`src/rtl/core/swk_pkg.sv`:
```
// Shared types, constants and the arctangent table of the swerve kinematics block.
package swk_pkg;

  localparam int NUM_MODULES      = 4;
  localparam int CORDIC_STEPS_DEF = 16;
  localparam int ATAN_LEN         = 24;

  // Module velocity components, signed, 1/16 inch per second.
  localparam int VW = 22;
  // CORDIC datapath: velocity scaled by 2^30 plus gain headroom.
  localparam int CW = VW + 32;
  // Square root: 32-bit radicand, one result bit per stage.
  localparam int SQ_BITS = 16;
  localparam int SQ_W    = 2 * VW;

  localparam logic [22:0] ROT_K = 23'd4685083;
  localparam logic [SQ_W-1:0] SAT_LIMIT = SQ_W'(64'd4294901760);
  localparam logic [31:0] HALF_TURN = 32'h8000_0000;

  localparam int CFG_IDX_W = 8;
  localparam logic [CFG_IDX_W-1:0] REG_MODULE_A = 8'd0;
  localparam logic [CFG_IDX_W-1:0] REG_MODULE_B = 8'd1;
  localparam logic [CFG_IDX_W-1:0] REG_MODULE_C = 8'd2;
  localparam logic [CFG_IDX_W-1:0] REG_MODULE_D = 8'd3;

  typedef struct packed {
    logic [15:0] angle_off;
    logic [15:0] y;
    logic [15:0] x;
  } geom_t;

  typedef struct packed {
    logic signed [15:0] fwd_velocity;
    logic signed [15:0] side_velocity;
    logic signed [15:0] turn_rate;
  } cmd_t;

  typedef struct packed {
    logic [15:0]        speed_a;
    logic [15:0]        speed_b;
    logic [15:0]        speed_c;
    logic [15:0]        speed_d;
    logic signed [15:0] angle_a;
    logic signed [15:0] angle_b;
    logic signed [15:0] angle_c;
    logic signed [15:0] angle_d;
  } result_t;

  typedef struct packed {
    logic [VW-1:0] vx;
    logic [VW-1:0] vy;
  } vel_t;

  typedef struct packed {
    logic [17:0]   rem;
    logic [15:0]   root;
    logic [31:0]   nbits;
    logic          sat;
    logic          zero;
    logic [CW-1:0] x;
    logic [CW-1:0] y;
    logic [31:0]   z;
  } lane_t;

  // atan(2^-k) in 32-bit binary angle units.
  function automatic logic [31:0] atan_bam(input int k);
    logic [31:0] a;
    case (k)
      0:       a = 32'h20000000;
      1:       a = 32'h12E4051E;
      2:       a = 32'h09FB385B;
      3:       a = 32'h051111D4;
      4:       a = 32'h028B0D43;
      5:       a = 32'h0145D7E1;
      6:       a = 32'h00A2F61E;
      7:       a = 32'h00517C55;
      8:       a = 32'h0028BE53;
      9:       a = 32'h00145F2F;
      10:      a = 32'h000A2F98;
      11:      a = 32'h000517CC;
      12:      a = 32'h00028BE6;
      13:      a = 32'h000145F3;
      14:      a = 32'h0000A2FA;
      15:      a = 32'h0000517D;
      16:      a = 32'h000028BE;
      17:      a = 32'h0000145F;
      18:      a = 32'h00000A30;
      19:      a = 32'h00000518;
      20:      a = 32'h0000028C;
      21:      a = 32'h00000146;
      22:      a = 32'h000000A3;
      23:      a = 32'h00000051;
      default: a = 32'h00000000;
    endcase
    return a;
  endfunction

endpackage

```
`src/rtl/core/swk_iter.sv`:
```
// One iteration stage: a restoring square-root step and a CORDIC vectoring step.
module swk_iter #(
  parameter int K     = 0,
  parameter int STEPS = swk_pkg::CORDIC_STEPS_DEF
) (
  input  logic                                     clk,
  input  logic                                     rst,
  input  logic                                     en,
  input  logic                                     in_valid,
  input  swk_pkg::lane_t [swk_pkg::NUM_MODULES-1:0] in_lanes,
  output logic                                     out_valid,
  output swk_pkg::lane_t [swk_pkg::NUM_MODULES-1:0] out_lanes
);

  localparam int NM = swk_pkg::NUM_MODULES;
  localparam int CW = swk_pkg::CW;
  localparam logic DoSqrt   = (K < swk_pkg::SQ_BITS);
  localparam logic DoCordic = (K < STEPS);
  localparam logic [31:0] Angle = swk_pkg::atan_bam(K);

  swk_pkg::lane_t [NM-1:0] nxt;
  logic [17:0]             acc [NM];
  logic [17:0]             trial [NM];
  logic [CW-1:0]           xsh [NM];
  logic [CW-1:0]           ysh [NM];

  always_comb begin
    nxt = in_lanes;
    for (int m = 0; m < NM; m++) begin
      acc[m]   = {in_lanes[m].rem[15:0], in_lanes[m].nbits[31:30]};
      trial[m] = {in_lanes[m].root, 2'b01};
      xsh[m]   = $unsigned($signed(in_lanes[m].x) >>> K);
      ysh[m]   = $unsigned($signed(in_lanes[m].y) >>> K);
      if (DoSqrt) begin
        nxt[m].nbits = {in_lanes[m].nbits[29:0], 2'b00};
        if (acc[m] >= trial[m]) begin
          nxt[m].rem  = acc[m] - trial[m];
          nxt[m].root = {in_lanes[m].root[14:0], 1'b1};
        end else begin
          nxt[m].rem  = acc[m];
          nxt[m].root = {in_lanes[m].root[14:0], 1'b0};
        end
      end
      if (DoCordic) begin
        if (!in_lanes[m].y[CW-1] && (in_lanes[m].y != '0)) begin
          nxt[m].x = in_lanes[m].x + ysh[m];
          nxt[m].y = in_lanes[m].y - xsh[m];
          nxt[m].z = in_lanes[m].z + Angle;
        end else begin
          nxt[m].x = in_lanes[m].x - ysh[m];
          nxt[m].y = in_lanes[m].y + xsh[m];
          nxt[m].z = in_lanes[m].z - Angle;
        end
      end
    end
  end

  always_ff @(posedge clk) begin
    if (rst) begin
      out_valid <= 1'b0;
    end else if (en) begin
      out_valid <= in_valid;
    end
  end

  always_ff @(posedge clk) begin
    if (en) begin
      out_lanes <= nxt;
    end
  end

endmodule

```
`config.mk`:
```
export PLATFORM = sky130hd
export DESIGN_NAME = swk_iter
export DESIGN_NICKNAME = d
export VERILOG_FILES = /design/src/rtl/core/swk_pkg.sv /design/src/rtl/core/swk_iter.sv
export SDC_FILE = /design/constraint.sdc
export NUM_CORES = 2
export LEC_CHECK = 0
export BUFFER_PORTS_ARGS = -buffer_cell sky130_fd_sc_hd__buf_4
export CAP_MARGIN = 30
export CORE_AREA = 2 2 651 653
export CTS_BUF_LIST = sky130_fd_sc_hd__clkbuf_2 sky130_fd_sc_hd__clkbuf_4 sky130_fd_sc_hd__clkbuf_8
export CTS_CLUSTER_DIAMETER = 200
export CTS_CLUSTER_SIZE = 12
export DETAILED_ROUTE_END_ITERATION = 16
export DIE_AREA = 0 0 653 655
export HOLD_SLACK_MARGIN = 0.15
export PLACE_DENSITY = 0.38
export SLEW_MARGIN = 20
export SYNTH_ARGS = -nofsm -noshare
export SYNTH_HDL_FRONTEND = slang
export SYNTH_SLANG_ARGS = --single-unit
```
`constraint.sdc`:
```
create_clock -name clk -period 7.9 [get_ports clk]
set_clock_uncertainty 0.05 [all_clocks]
set_input_delay 1.58 -clock clk [delete_from_list [all_inputs] [get_ports clk]]
set_output_delay 1.58 -clock clk [all_outputs]
set_load 0.02 [all_outputs]
```
==> impl_results.rst <==
.. list-table::
   :header-rows: 1

   * - Metric
     - Value
   * - Top fanout value on the critical path
     - 4
   * - Layout cell share with drive strength beyond 1
     - 21.6%
   * - Leakage dissipation
     - around 37 nW
   * - Final period utilization
     - between 60% and 70%
   * - Sum Neg Setup Slack
     - 0 ns
   * - Yosys top cell by area
     - edfxtp_1
   * - Hold path cells
     - 2
   * - Hold path start
     - out_valid
   * - Final Hold Vio Count
     - 0
   * - Clk Latency, worst-skew pair
     - 0.96 ns
   * - Fmax
     - roughly 180 MHz
   * - Nets
     - around 11000
   * - Via count
     - around 66000
   * - First-pass detailed-route iteration total
     - 6
   * - Synth warn
     - 0
   * - Worst R2R Setup Slack
     - 7.25 ns
   * - Rows
     - around 240
   * - Most common cell in the netlist
     - a21oi_1
   * - Number of maximum-capacitance constraint violations
     - 0
   * - Routed length per placed instance
     - 28.4 µm
   * - Clock-pin transition on the worst setup and hold timing paths
     - about 0.13 ns
   * - GRT Residual Overflow
     - 0
   * - Number of fill cells
     - 47300
   * - Number of setup violations in the final report
     - 0
   * - Post-synth ARST share
     - 0%
   * - Headroom to the max-slew limit
     - between 20% and 30%
   * - Maximum vdd drop
     - 111 µV
   * - Proportion of synthesized chip area in sequential cells
     - 36.3%
   * - Initial antenna violation count
     - ~180
   * - Syn-to-layout area delta
     - 29.7%
   * - Combined global-route utilization of all metal layers
     - 18.4%
   * - Fin crit period
     - between 5 and 6 ns
   * - Buffers inserted by post-CTS timing repair
     - 0
   * - Maximum buffer depth of the clock tree
     - 4
   * - Top cell types by occurrence after synthesis
     - a21oi_1, edfxtp_1, inv_1
   * - Maximum number of pins on one net before global-route repair
     - roughly 110
   * - Path category of the worst min-delay check
     - flop to flop
   * - R2R depth
     - 2
   * - Number of CTS-inserted buffers
     - 84
   * - First-pass GRT wire length
     - about 550 mm
   * - Critical Path Start Type
     - input port
   * - Reg-to-Reg Start
     - out_valid
   * - Port buffer count
     - 1652
   * - Floorplan die area
     - between 0.4 and 0.5 mm²
   * - Placeable core region
     - 0.422 mm²
   * - Top area cells in the synthesized netlist
     - edfxtp_1, ha_1, a21oi_1
   * - Max-slew violation count
     - 0
   * - Setup slack after layout
     - ~2.4 ns
   * - Register bit count reported by yosys
     - roughly 820
   * - Worst EP arrival
     - 6.31 ns
   * - Worst r2r dst
     - out_valid
   * - Utilization of the core after routing
     - approximately a fifth
   * - IO Count
     - 1669
   * - Cell area after synthesis
     - 0.0680 mm²
   * - Count of flip-flops with a built-in enable after synthesis
     - between 800 and 900
   * - Last weighted congestion value of the routability-driven placer
     - about 0.95
   * - Drt drc
     - 0
   * - DIE WIDTH
     - approximately 650 µm
   * - Main synth FF type
     - edfxtp_1
   * - Data required time of the critical path
     - 8.69 ns
   * - Total half-perimeter wirelength after legalization and detailed placement
     - approximately 350 mm
   * - Synth unique cells
     - about 110
   * - Effective utilization at floorplan
     - 16.1%
   * - Cells after synthesis
     - approximately 7600
   * - Fraction of synthesized cell area taken by the top area cell type
     - between 30 and 40%
   * - CP Class
     - input port to flop
   * - Maximum level of the CTS H-tree
     - 3
   * - Endpoint type of the worst setup path
     - flop
   * - TritonCTS sink count
     - 821
   * - TritonCTS clock tree
     - built
   * - Post-detailed-route count of antenna-violating nets
     - 0
   * - Iteration-0 DRC count of the detailed router
     - about 5700
   * - Slew @ Worst Pin
     - between 1 and 1.5 ns
   * - Total power divided by cell area
     - 178 mW/mm²
   * - Fin Hold WS
     - 0.467 ns
   * - Post-CTS Resized
     - 0
   * - Result of the run
     - finished clean
   * - Vias/cell
     - between 4 and 5
   * - Via count of the first global-routing pass
     - between 60000 and 70000
   * - Pre-CTS setup slack
     - 1.38 ns
   * - Hold Buf Count CTS
     - 0
   * - Final Routed Wirelength
     - approximately 420 mm
   * - Clock root cell
     - clkbuf_8
   * - Setup repair after global routing missed its margin
     - false
   * - DIE HEIGHT
     - ~660 µm
   * - Average instance area after synthesis
     - approximately 9 µm²
   * - Worst-case hold path end point
     - out_valid
## critical path, stage by stage
cell and delay, ns:
buf_4 0.13, ha_1 0.22, fa_1 0.38, nand2b_1 0.20
a21oi_1 0.38, o211ai_1 0.30, a2111oi_2 0.54, o21ai_0 0.27
o41ai_1 0.58, a31oi_1 0.40, o31ai_1 0.78, a21boi_0 0.21
mux2i_1 0.21, xnor2_1 0.11
## registers in the layout (all words and copies together) (netlist names)
register,cells
out_valid,1
out_lanes,820
## cell families after synthesis
family,Yosys count,synth area share [%]
other cells,1,0.00552
xor+xnor,481,6.20
fa+ha+maj,724,13.5
compound gates,2496,23.0
flops,821,36.3
buf+inv,1093,6.18
mux,137,2.11
simple gates,1822,12.7
## stage by stage
stage	power, mW	cell area (µm²)	cells
finish	15.7	88200	14700
global route	16.5	88100	14700
CTS	15.9	87900	14600
detailed placement	12.8	86700	14500
global placement	12.9	86600	14500
floorplan	9.32	68000	7582
## cells in the final DEF (no fill, tap or decap), types with 15 or more instances in the layout
cell	instances
a21boi_0	32
o21bai_1	182
a211oi_1	54
and2_1	26
nand3_1	92
nor2b_1	61
clkbuf_8	85
nand2b_1	65
xor2_1	55
a21o_1	186
diode_2	67
clkinv_1	25
a221oi_1	40
nor4_1	105
nor3_1	147
mux2i_1	97
and3_1	22
nor2_1	633
mux2_2	39
o21a_1	83
xnor2_1	425
buf_4	1699
a31o_2	18
o31ai_1	75
edfxtp_1	820
or2_2	17
a21oi_1	916
nand4_1	118
o21ai_0	514
a31oi_1	61
a211o_1	15
nand2_1	414
o31a_1	20
o211ai_1	69
a2111oi_0	22
ha_1	708
inv_1	743
or3_1	42
fa_1	16
## layout make-up
type | count | area (µm²) | share of cell area (%)
Antenna cell | 67 | 168 | 0.190
Clock buffer | 90 | 1210 | 1.37
Clock inverter | 9 | 91.3 | 0.104
Inverter | 771 | 2900 | 3.29
Multi-Input combinational cell | 5668 | 39200 | 44.5
Sequential cell | 821 | 24600 | 28.0
Tap cell | 5543 | 6940 | 7.87
Timing Repair Buffer | 1718 | 13000 | 14.7
## power breakdown
group | internal [mW] | leakage [nW] | total, mW | switching (mW)
logic | 2.35 | 28.1 | 6.80 | 4.45
clock network | 1.04 | 0.669 | 2.95 | 1.92
registers | 5.57 | 8.03 | 5.94 | 0.373
total | 8.95 | 36.8 | 15.7 | 6.74
## metal layers
metal,wire [µm],track usage (%)
met1,173000,22.7
met2,199000,30.7
met3,24500,3.31
met4,21100,9.27
met5,176,0
## worst max-delay path by stage
stage                             start             end  cells after the start
after CTS                 in_lanes[656]  out_lanes[758]                     14
after floorplan           in_lanes[656]  out_lanes[708]                     13
after detailed placement  in_lanes[656]  out_lanes[758]                     14
final                     in_lanes[656]  out_lanes[758]                     14
after global routing      in_lanes[656]  out_lanes[758]                     14
after global placement    in_lanes[656]  out_lanes[758]                     14
(Power assumes the default switching activity.)
